$ cat config.mk
export PLATFORM = sky130hd
export DESIGN_NAME = lbclip_div_step
export DESIGN_NICKNAME = d
export VERILOG_FILES = /design/src/rtl/core/lbclip_pkg.sv /design/src/rtl/core/lbclip_div_step.sv
export VERILOG_INCLUDE_DIRS = /design/src /design/src/rtl/core
export SDC_FILE = /design/constraint.sdc
export NUM_CORES = 1
export LEC_CHECK = 0
export BUFFER_PORTS_ARGS = -buffer_cell sky130_fd_sc_hd__buf_2
export CAP_MARGIN = 0
export CORE_AREA = 2 2 276 278
export DETAILED_ROUTE_END_ITERATION = 16
export DIE_AREA = 0 0 278 280
export GPL_ROUTABILITY_DRIVEN = 1
export SYNTH_ARGS = -nofsm -noshare
export SYNTH_HDL_FRONTEND = slang
export SYNTH_SLANG_ARGS = --single-unit
export TNS_END_PERCENT = 5
$ cat constraint.sdc
create_clock -name clk -period 12.3 [get_ports clk]
set_input_delay 1.23 -clock clk [delete_from_list [all_inputs] [get_ports clk]]
set_output_delay 1.23 -clock clk [all_outputs]
set_load 0.005 [all_outputs]
$ cat src/rtl/core/liang_barsky_line_clip_defines.svh
// ----------------------------------------------------------------------------
// liang_barsky_line_clip_defines
// assertion macros shared by the line clipper rtl
// ----------------------------------------------------------------------------
`ifndef LIANG_BARSKY_LINE_CLIP_DEFINES_SVH
`define LIANG_BARSKY_LINE_CLIP_DEFINES_SVH

// same-cycle implication
`define LBC_ASSERT_IMP(label, clk, rst_n, ante, cons, msg) \
	label: assert property (@(posedge clk) disable iff (!rst_n) (ante) |-> (cons)) \
		else $error(msg);

// next-cycle implication
`define LBC_ASSERT_NXT(label, clk, rst_n, ante, cons, msg) \
	label: assert property (@(posedge clk) disable iff (!rst_n) (ante) |=> (cons)) \
		else $error(msg);

`endif

$ cat src/rtl/core/lbclip_pkg.sv
// ----------------------------------------------------------------------------
// lbclip_pkg
// shared constants and types of the line clipper
// ----------------------------------------------------------------------------
`default_nettype none

package lbclip_pkg;

	localparam int COORD_WIDTH_DEF = 24;
	localparam int FRAC_BITS_DEF   = 16;
	localparam int LANES           = 4;

	// class of one parameter ratio n/d
	typedef enum logic [1:0] {
		RC_NEG  = 2'd0,
		RC_OVER = 2'd1,
		RC_EQ   = 2'd2,
		RC_DIV  = 2'd3
	} rcls_t;

endpackage

`default_nettype wire

$ cat src/rtl/core/lbclip_div_step.sv
// ----------------------------------------------------------------------------
// lbclip_div_step
// one restoring division step for all ratio lanes, registered, with stall
// ----------------------------------------------------------------------------
`default_nettype none

`include "liang_barsky_line_clip_defines.svh"

module lbclip_div_step #(
	parameter int EW = 28,
	parameter int QW = 16,
	parameter int PW = 64
) (
	input  wire logic                                     clk,
	input  wire logic                                     arst_n,
	input  wire logic                                     in_valid,
	output logic                                          in_ready,
	input  wire logic [PW-1:0]                            in_pay,
	input  wire logic [lbclip_pkg::LANES-1:0][EW-1:0]     in_rem,
	input  wire logic [lbclip_pkg::LANES-1:0][EW-1:0]     in_den,
	input  wire logic [lbclip_pkg::LANES-1:0][QW-1:0]     in_q,
	output logic                                          out_valid,
	input  wire logic                                     out_ready,
	output logic [PW-1:0]                                 out_pay,
	output logic [lbclip_pkg::LANES-1:0][EW-1:0]          out_rem,
	output logic [lbclip_pkg::LANES-1:0][EW-1:0]          out_den,
	output logic [lbclip_pkg::LANES-1:0][QW-1:0]          out_q
);

	logic                                      v_q;
	logic [lbclip_pkg::LANES-1:0][EW-1:0]      rem_n;
	logic [lbclip_pkg::LANES-1:0][QW-1:0]      q_n;

	assign in_ready  = !v_q || out_ready;
	assign out_valid = v_q;

	always_comb begin
		logic [EW-1:0] sh;
		for (int i = 0; i < lbclip_pkg::LANES; i++) begin
			sh = {in_rem[i][EW-2:0], 1'b0};
			if (sh >= in_den[i]) begin
				rem_n[i] = sh - in_den[i];
				q_n[i]   = {in_q[i][QW-2:0], 1'b1};
			end else begin
				rem_n[i] = sh;
				q_n[i]   = {in_q[i][QW-2:0], 1'b0};
			end
		end
	end

	always_ff @(posedge clk or negedge arst_n) begin
		if (!arst_n) begin
			v_q <= 1'b0;
		end else if (in_ready) begin
			v_q <= in_valid;
		end
	end

	always_ff @(posedge clk) begin
		if (in_ready && in_valid) begin
			out_pay <= in_pay;
			out_rem <= rem_n;
			out_den <= in_den;
			out_q   <= q_n;
		end
	end

	`LBC_ASSERT_NXT(a_step_hold, clk, arst_n, v_q && !out_ready, v_q, "stalled step lost its beat")
	`LBC_ASSERT_NXT(a_step_load, clk, arst_n, in_valid && in_ready, v_q, "accepted beat not held")
	`LBC_ASSERT_IMP(a_step_rdy, clk, arst_n, !in_ready, v_q && !out_ready, "step blocked without stall")

endmodule

`default_nettype wire

==> impl_metrics.py <==
metrics = {
    "status": {
        "status": "finished, final reports clean",
    },
    "clock_network": {
        "cts_buffers": 43,
        "cts.sinks": 353,
        "post-cts-setup-buffers": 0,
        "cts_max_level": 2,
        "ctsHoldBuffers": 0,
        "cts_resized": 0,
        "cts-root-buf": "clkbuf_16",
        "worstSkewPairLatency_ps": 570,
        "path_clk_slew_ps": 60,
        "cts_tree": "yes",
        "cts_max_path_buffers": 3,
    },
    "sta": {
        "post-route-min-period_ps": 4620,
        "finalWorstSetupSlack_ps": 7680,
        "fmax_mhz": 216,
        "finalHoldViolCount": 0,
        "tns_ps": 0,
        "slew_headroom": 0.349,
        "whs_ps": 435,
        "rsz0062_at_grt": "false",
        "fin_crit_sh": 0.376,
        "slew_viol_final": 0,
        "finalSetupViolCount": 0,
        "fin_worst_skew_ps": 12.8,
        "worst-slew-pin-transition_ps": 976,
    },
    "drt": {
        "ant_nets": 0,
        "drt-initial-drc-count": 924,
        "routed_wirelength_um": 61500,
        "detail_route.first_pass.iterations": 6,
        "wl_per_cell_um": 18.7,
        "drc_errors": 0,
        "dr_total_vias": 15000,
        "vias_per_cell": 4.55,
    },
    "logic_synthesis": {
        "yosysWarnings": 0,
        "yosysSeqAreaShare": 0.580,
        "synth-main-ff-cell": "edfxtp_1",
        "yosys-top-cells-count": "352 x edfxtp_1, 155 x nand2_1, 138 x inv_1",
        "ys_seq_elements": 353,
        "syn_inst": 1564,
        "synth-edff-count": 352,
        "synth_top_area_frac": 0.578,
        "synth_area_leaders": "edfxtp_1 58%, ha_1 7.7%, o21ai_0 3.7%",
        "synthMostInstantiatedCell": "edfxtp_1",
        "syn-cell-area_um2": 18300,
        "syn_area_per_cell_um2": 11.7,
        "yosys.area.top_type": "edfxtp_1",
        "ys_types": 78,
        "synth_nets": 2036,
        "synthArstFlopShare": 0.00283,
    },
    "finish": {
        "final_layout_size_suffix_gt1_frac": 0.350,
        "final_area_um2": 24300,
        "fin_nets": 2745,
        "fillers": 7652,
        "final_cells": 3288,
        "area_growth_pct": 33.0,
        "final_core_util": 0.323,
    },
    "hold_path": {
        "hold_path.class": "primary input to async pin",
    },
    "floorplan": {
        "boundaryPins": 710,
        "core-area_um2": 75200,
        "start_util": 0.243,
        "die_h_um": 280,
        "num_rows": 101,
        "dieArea_um2": 77800,
        "chipWidth_um": 278,
    },
    "critical_path": {
        "crit_chain": "buf_2, inv_1, fa_1, a211oi_2, o21ai_1, a2111oi_2, nor3_1, o21a_1, o21ai_2, buf_4, inv_1, o221a_2",
        "cp.buffers_inverters": 4,
        "critical_path.top_delay_family": "compound AO/OA/AOI/OAI gates",
        "r2r_start": "out_valid$_DFFE_PN0N_",
        "reg2reg_depth": 4,
        "worst_ep_arrival_time_ps": 4930,
        "worst-path-stages": 12,
        "critPathMostFrequentCell": "inv_1",
        "crit_path_start_kind": "primary input",
        "crit_fanout": 26,
        "crit_path_end_kind": "flip-flop",
        "crit_start": "in_den[28]",
        "crit_path_max_incr_delay_ps": 730,
        "slowest_stage": "o21ai_2",
        "required_ps": 12600,
        "worst-setup-path-type": "primary input to flip-flop",
    },
    "place": {
        "port_buffers": 701,
        "placed_cells": 3206,
        "preCtsSetupSlack_ps": 7120,
        "dpl_cell_area_um2": 22900,
        "hpwlAfterDp_um": 49100,
        "globalplace.congestion": 0.885,
    },
    "grt": {
        "grt_max_degree": 126,
        "gr-total-overflow": 0,
        "grt_pass1_vias": 14500,
        "grt_pass1_wl_um": 88600,
        "grt_usage": 0.149,
        "antenna_found_initial": 11,
    },
    "pwr": {
        "p_clk_frac": 0.379,
        "power_density_nw_per_um2": 139,
        "switching_share": 0.273,
        "power.total_mw": 3.38,
        "p_sw_mw": 0.923,
        "p_leak_nw": 10.7,
        "ir_worst_vdd_uv": 122,
        "p_int_mw": 2.46,
        "pwr-share-seq": 0.432,
        "power.share.combinational": 0.190,
    },
    "flow_run": {
        "drv_cap": 0,
    },
}
cell families after synthesis:
kind of cell	share of synthesized area
multiplexers	0.00424
XOR/XNOR	0.0374
AND/OR/NAND/NOR	0.0935
adder cells (fa/ha/maj)	0.0811
AO/OA/AOI/OAI	0.164
buffers and inverters	0.0400
flip-flops	0.580
worst reg2reg max path, cell delays in order (launching register included):
cell and delay, ps:
dfrtp_1 380, nand2b_1 110, and2_4 390, buf_4 740, buf_4 890
cells in the final DEF, fill, tap and decap left out, drive strengths merged, types with 4 or more instances in the layout:
master     n
buf      708
edfxtp   352
nand2    155
o21ai    144
inv      140
ha       112
a21oi    104
a21o      67
nor2      55
clkbuf    47
xnor2     44
xor2      34
nand3     29
clkinv    24
o21a      21
nand4     19
a211oi    18
nor3      17
o211ai    16
and3      16
nand2b    15
o31ai     13
o21bai    13
and2      13
nor2b     12
a31oi     11
or3       10
a2111oi    8
mux2       6
nor4       5
a211o      5
a41oi      5
bufinv     5
a21boi     5
nor3b      4
fa         4
or2        4
sequential cells by signal (all words and copies together), names as in the netlist:
signal and flops:
out_valid 1, out_den 112, out_rem 112, out_pay 64
out_q 64
path summary, 6_finish.rpt:
| path | slack [ps] | to |
|---|---|---|
| max | 7680 | out_rem[51]$_DFFE_PP_ |
| min | 440 | out_valid$_DFFE_PN0N_ |
| max reg2reg | 9370 | out_den[105]$_DFFE_PP_ |
| min reg2reg | 550 | out_valid$_DFFE_PN0N_ |
| max in group asynchronous | 11780 | out_valid$_DFFE_PN0N_ |
| min in group clk | 550 | out_valid$_DFFE_PN0N_ |
metal layers:
layer	up-vias	GRT usage	wire length, µm
met2	599	0.259	30200
met5	-	0	113
met1	6990	0.176	24600
met3	116	0.0396	4380
met4	16	0.0572	2160
li1	7230	-	-
layout make-up:
type / instances / area, µm² / area share
flip-flops and latches: 353 / 10600 / 0.436
multi-input cells: 1028 / 6970 / 0.287
repair buffers: 708 / 3570 / 0.147
well taps: 978 / 1220 / 0.0503
clock buffers: 47 / 1110 / 0.0458
inverters: 139 / 522 / 0.0215
clock inverters: 32 / 309 / 0.0127
diodes: 3 / 7.51 / 0.000309
power groups by stage:
stage / Clock (mW) / Combinational [mW] / Sequential [mW]
CTS: 1.33 / 0.645 / 1.46
global placement: 0 / 0.638 / 1.48
floorplan: 0 / 0.360 / 1.52
global route: 1.37 / 0.709 / 1.47
finish: 1.28 / 0.641 / 1.46
detailed placement: 0 / 0.641 / 1.48
Note: power is estimated with default switching activity, not from simulation.
